--- config.mk ---
export PLATFORM = sky130hd
export DESIGN_NAME = weia_div
export DESIGN_NICKNAME = d
export VERILOG_FILES = /design/src/rtl/weia_pkg.sv /design/src/rtl/weia_div.sv
export SDC_FILE = /design/constraint.sdc
export NUM_CORES = 1
export LEC_CHECK = 0
export ABC_CLOCK_PERIOD_IN_PS = 2050
export BUFFER_PORTS_ARGS = -buffer_cell sky130_fd_sc_hd__buf_2
export CORE_MARGIN = 10
export CORE_UTILIZATION = 50
export DETAILED_ROUTE_END_ITERATION = 16
export PLACE_DENSITY = 0.74
export SLEW_MARGIN = 30
export SYNTH_ARGS = -nofsm -noshare
export SYNTH_HDL_FRONTEND = slang
export SYNTH_SLANG_ARGS = --single-unit
--- constraint.sdc ---
create_clock -name clk -period 2.05 [get_ports clk]
set_input_delay 0.615 -clock clk [delete_from_list [all_inputs] [get_ports clk]]
set_output_delay 0.615 -clock clk [all_outputs]
set_load 0.02 [all_outputs]
--- src/rtl/weia_pkg.sv ---
// shared constants, types and helper functions for the windowed event interval average
// no dependencies

package weia_pkg;

    localparam int RING_DEPTH   = 64;
    localparam int STREAM_COUNT = 3;

    localparam int STORE_DEPTH = STREAM_COUNT * RING_DEPTH;
    localparam int ADDR_W      = $clog2(STORE_DEPTH);
    localparam int PTR_W       = $clog2(RING_DEPTH);
    localparam int CNT_W       = $clog2(RING_DEPTH + 1);
    localparam int SIDX_W      = (STREAM_COUNT > 1) ? $clog2(STREAM_COUNT) : 1;

    localparam int TIME_W   = 32;
    localparam int WIN_W    = 16;
    localparam int STREAM_W = 2;
    localparam int FRAC_W   = 16;
    localparam int DVD_W    = TIME_W + FRAC_W;
    localparam int AVG_W    = 39;
    localparam int KEPT_W   = 7;

    localparam int MS_PER_S = 1000;
    localparam int DIVR_W   = $clog2((RING_DEPTH - 1) * MS_PER_S + 1);
    localparam int STEP_W   = $clog2(DVD_W + 1);

    localparam int KEEP_MIN     = 2;
    localparam int WINDOW_RESET = 100;

    localparam int PADDR_W = 3;
    localparam int PDATA_W = 32;

    localparam logic       OP_RECORD  = 1'b0;
    localparam logic       OP_CLEAR   = 1'b1;
    localparam logic       REG_WINDOW = 1'b0;

    typedef struct packed {
        logic busy;
        logic done;
    } div_stat_t;

    function automatic logic [PTR_W-1:0] ptr_inc(input logic [PTR_W-1:0] p);
        logic [PTR_W-1:0] r;
        if (p == PTR_W'(RING_DEPTH - 1))
            r = '0;
        else
            r = p + PTR_W'(1);
        return r;
    endfunction

    function automatic logic [PTR_W-1:0] ring_add(input logic [PTR_W-1:0] p,
                                                  input logic [CNT_W-1:0] c);
        logic [CNT_W:0] sum;
        sum = (CNT_W+1)'(p) + (CNT_W+1)'(c);
        if (sum >= (CNT_W+1)'(RING_DEPTH))
            sum = sum - (CNT_W+1)'(RING_DEPTH);
        return PTR_W'(sum);
    endfunction

    function automatic logic [ADDR_W-1:0] slot_addr(input logic [SIDX_W-1:0] s,
                                                    input logic [PTR_W-1:0]  pos);
        return ADDR_W'(ADDR_W'(s) * ADDR_W'(RING_DEPTH)) + ADDR_W'(pos);
    endfunction

endpackage

--- src/rtl/weia_div.sv ---
// restoring divider, one quotient bit per cycle
// depends on weia_pkg

module weia_div
    import weia_pkg::*;
(
    input  logic              clk,
    input  logic              rst_n,
    input  logic              start,
    input  logic [DVD_W-1:0]  dividend,
    input  logic [DIVR_W-1:0] divisor,
    output logic [AVG_W-1:0]  quotient,
    output div_stat_t         stat
);

    logic [DVD_W-1:0]  dvd_reg, dvd_next;
    logic [DIVR_W-1:0] rem_reg, rem_next;
    logic [DIVR_W-1:0] divr_reg;
    logic [STEP_W-1:0] step_reg, step_next;
    logic              busy_reg, busy_next;
    logic              done_reg, done_next;
    logic [DIVR_W:0]   shifted;
    logic [DIVR_W:0]   diff;
    logic              fits;

    always_comb
    begin
        shifted   = {rem_reg, dvd_reg[DVD_W-1]};
        diff      = shifted - {1'b0, divr_reg};
        fits      = shifted >= {1'b0, divr_reg};
        dvd_next  = dvd_reg;
        rem_next  = rem_reg;
        step_next = step_reg;
        busy_next = busy_reg;
        done_next = 1'b0;
        if (start)
        begin
            dvd_next  = dividend;
            rem_next  = '0;
            step_next = '0;
            busy_next = 1'b1;
        end
        else if (busy_reg)
        begin
            dvd_next  = {dvd_reg[DVD_W-2:0], fits};
            rem_next  = fits ? diff[DIVR_W-1:0] : shifted[DIVR_W-1:0];
            step_next = step_reg + STEP_W'(1);
            if (step_reg == STEP_W'(DVD_W - 1))
            begin
                busy_next = 1'b0;
                done_next = 1'b1;
            end
        end
    end

    always_ff @(posedge clk or negedge rst_n)
    begin
        if (!rst_n)
        begin
            busy_reg <= 1'b0;
            done_reg <= 1'b0;
            step_reg <= '0;
        end
        else
        begin
            busy_reg <= busy_next;
            done_reg <= done_next;
            step_reg <= step_next;
        end
    end

    always_ff @(posedge clk)
    begin
        dvd_reg <= dvd_next;
        rem_reg <= rem_next;
        if (start)
        begin
            divr_reg <= divisor;
        end
    end

    assign quotient  = dvd_reg[AVG_W-1:0];
    assign stat.busy = busy_reg;
    assign stat.done = done_reg;

endmodule
==> impl_results.md <==
- Arrival time of data at the critical path endpoint: 2.58 ns
- Site row count: 36
- Area taken by flip-flops and latches: about 0.0024 mm2
- Maximum resistive drop on vdd: between 400 and 500 uV
- Hold Path Class: in -> async
- Instance count of the mapped netlist: 422
- Number of antenna diodes: 0
- Placer's final routability congestion estimate: roughly 0.87
- Clk slew on worst S/H paths: ~0.090 ns
- All-layer global routing usage: 0.164
- Placed cell areas: 0.00571 mm2
- Cell at the root of the clock tree: sky130_fd_sc_hd__clkbuf_8
- Cell at the slowest stage of the critical path: sky130_fd_sc_hd__or4_1
- Status: finished with violations
- Layout cell share with drive strength beyond 1: 0.539
- Violated checks: negative setup slack
- Post-route standard cell area excluding fillers: 0.00639 mm2
- Most instantiated library cell after synthesis: sky130_fd_sc_hd__edfxtp_1
- Pre-CTS WS: -0.382 ns
- Detailed router's first-iteration violation count: ~230
- Routed wire length per instance: 17.5 um
- Initial antenna violation count: 0
- Top post-synthesis cells by count: sky130_fd_sc_hd__edfxtp_1 (64), sky130_fd_sc_hd__mux2_2 (47), sky130_fd_sc_hd__buf_4 (42)
- Sinks on Clock Net: 88
- Pin count of the biggest net entering global routing: 68
- Total number of vias: 3760
- I/O pin cnt: 108
- Post-synthesis to final-layout area growth: 29.9%
- Critical Path Start Type: flop
- Share of synthesized area occupied by flip-flops and latches: 0.497
- Flip-flop count of the largest register, all copies and words added: 48
- Final Critical Period: 2.32 ns
- Area enclosed by the die boundary: 0.0142 mm2
- Required time reported for the critical path endpoint: 2.31 ns
- Final wirelength: roughly 12000 um
- Main area contributors after synthesis: sky130_fd_sc_hd__edfxtp_1 (39%), sky130_fd_sc_hd__mux2_2 (11%), sky130_fd_sc_hd__dfxtp_1 (6.5%), sky130_fd_sc_hd__buf_4 (6.4%), sky130_fd_sc_hd__ha_1 (4.3%)
- Die Y: 119 um
- Type of the setup path with the least slack: reg -> reg
- Headroom to the max-slew limit: 0.642
- Delay of the slowest cell on the worst path: about 0.43 ns
- Reported leakage power: 2.78 nW
- Primary flip-flop cell chosen by synthesis mapping: sky130_fd_sc_hd__edfxtp_1
- Tot Pwr: 4.08 mW
- Clock latency of the later-clocked register in the worst-skew pair: approximately 0.35 ns
- Sequence of cells on the critical path: inv_2 > ha_4 > nand4_1 > or3_4 > o2111ai_4 > o31ai_4 > or4_1 > o311ai_2
- Number of endpoints with negative hold slack in the final report: 0
- Start point of the critical path: divr_reg[9]
- Cell type with the highest aggregate area in the netlist: sky130_fd_sc_hd__edfxtp_1
- Core area: between 0.009 and 0.01 mm2
- Flip-flop and latch count after synthesis: 88
- Overflow left after global routing: 0
- Post-Syn Nets: 507
- Drt pass-1 iters: 5
- RSZ-0062 raised after global routing: true
- Synth warn: 0
- Wire length of the first global-routing pass: 19300 um
- Number of flops mapped to enable cells by yosys: between 60 and 70
- Count of different cell masters after synthesis: 65
- Via density per instance: 5.43
- Max Fanout on Critical Path: 4
- Worst-case clock buffer depth: 2
- Async SR Flop Fraction: 0.0909
- Initial Utilization: 0.508
- Residual antenna-violating net count after detailed routing: 0
- Setup violations, final: 17
- Fmax: 431 MHz
- Die extent in x: 119 um
- Final core utilization: 0.660
- Number of slew-limit violations in the final report: 0
- Drt drc: 0
- Max-capacitance violation count: 0
- Syn avg cell area: 11.7 um2
- Via count of the first global-routing pass: between 3000 and 4000
- Mapped cell area: 0.00492 mm2
- Worst Setup End Kind: flop
- Slew at the pin closest to its max-slew limit: approximately 0.54 ns
- TritonCTS clock tree: yes
- Ratio of total power to cell area: about 640 mW/mm2
- Clock buffer count from CTS: 9
- Filler Cell Count: 711
- I/O Buffers: 107
- Total area of multi-input combinational cells: between 0.002 and 0.0025 mm2
- Reg-to-Reg Start: divr_reg[9]
- Crit share post-route: 1.13
- NumNets Final: 640
- Fraction of post-synthesis cell area in the top cell type by area: 0.391
- Estimated wirelength of the detail-placed design: roughly 8200 um
- Fin Clk Skew: 0.00593 ns
- H-tree depth: 3
- Fin worst setup slack: -0.268 ns
-- power by group --
part | leakage (nW) | switching (mW) | internal (mW)
Combinational | 1.78 | 0.399 | 0.363
Sequential | 0.902 | 0.0596 | 2.06
Clock | 0.0991 | 0.637 | 0.564
Total | 2.78 | 1.10 | 2.98
-- cells by family (layout without fill, tap and decap cells) --
| family | Yosys count | count (layout) | synth area share |
|---|---|---|---|
| xor+xnor | 11 | 11 | 0.0196 |
| buf+inv | 84 | 220 | 0.102 |
| mux | 49 | 49 | 0.112 |
| flops | 88 | 88 | 0.497 |
| fa+ha+maj | 18 | 18 | 0.0473 |
| simple gates | 96 | 96 | 0.101 |
| compound gates | 76 | 78 | 0.122 |
-- critical path, delay by kind of cell, from the launching register on --
family / cells / cell delay, ns
AO/OA/AOI/OAI: 3 / 0.56
adder cells (fa/ha/maj): 1 / 0.27
AND/OR/NAND/NOR: 3 / 0.97
buffers and inverters: 1 / 0.05
flip-flops: 1 / 0.37
-- metal layers --
metal,track usage,part of all wire,vias up
met4,0.0588,0.014,0
met1,0.189,0.41,1796
met2,0.283,0.50,140
met5,0,0,-
met3,0.0487,0.069,20
li1,-,-,1804
-- repair_timing --
action / in CTS / in global routing
hold buffers: 0 / 0
pin swaps: 23 / 12
resized for setup: 44 / 12
setup endpoints to repair: 17 / 17
buffers inserted: 15 / 1
gates cloned: 2 / 0
-- cell type report --
type | instances | share of cell area
clock buffers | 9 | 0.0194
clock inverters | 7 | 0.0108
inverters | 24 | 0.0141
multi-input cells | 252 | 0.370
flip-flops and latches | 88 | 0.382
well taps | 133 | 0.0261
repair buffers | 180 | 0.177
-- through the flow --
step           hold slack (ns)  std cells  setup TNS, ns
2_1_floorplan            0.319        422         -0.424
3_3_place_gp             0.465        659          -3.59
3_5_place_dp             0.462        659          -4.94
4_1_cts                 0.0668        692          -2.94
5_1_grt                 0.0821        693          -4.57
6_report                0.0863        693          -3.40
-- layout by cell type, fill, tap and decap left out, types with 3 or more instances in the layout --
master	count
sky130_fd_sc_hd__inv_1	20
sky130_fd_sc_hd__a211oi_2	3
sky130_fd_sc_hd__a31oi_1	3
sky130_fd_sc_hd__buf_4	66
sky130_fd_sc_hd__mux2_2	47
sky130_fd_sc_hd__inv_2	4
sky130_fd_sc_hd__nor2_1	24
sky130_fd_sc_hd__nand3b_1	3
sky130_fd_sc_hd__nand2_2	4
sky130_fd_sc_hd__dfrtp_1	8
sky130_fd_sc_hd__and3_1	3
sky130_fd_sc_hd__nand3_1	8
sky130_fd_sc_hd__nand2_1	18
sky130_fd_sc_hd__buf_6	6
sky130_fd_sc_hd__xnor2_1	4
sky130_fd_sc_hd__clkbuf_8	9
sky130_fd_sc_hd__dfxtp_1	16
sky130_fd_sc_hd__a311oi_2	4
sky130_fd_sc_hd__a21oi_2	3
sky130_fd_sc_hd__o21ai_0	9
sky130_fd_sc_hd__a21o_1	6
sky130_fd_sc_hd__xor2_1	6
sky130_fd_sc_hd__edfxtp_1	64
sky130_fd_sc_hd__ha_1	7
sky130_fd_sc_hd__a311oi_1	3
sky130_fd_sc_hd__nand4_1	11
sky130_fd_sc_hd__ha_4	10
sky130_fd_sc_hd__nor3_1	5
sky130_fd_sc_hd__a21oi_1	12
sky130_fd_sc_hd__buf_2	106
-- path summary, 6_finish.rpt --
check	end	slack (ns)	cells after the start
max in group asynchronous	done_reg	1.79	1
worst max-delay path	rem_reg[1]	-0.27	8
min in group clk	divr_reg[3]	0.43	1
worst max register to register	rem_reg[1]	-0.27	8
worst min-delay path	busy_reg	0.09	1
worst min register to register	step_reg[5]	0.56	2
Note: power is estimated with default switching activity, not from simulation.
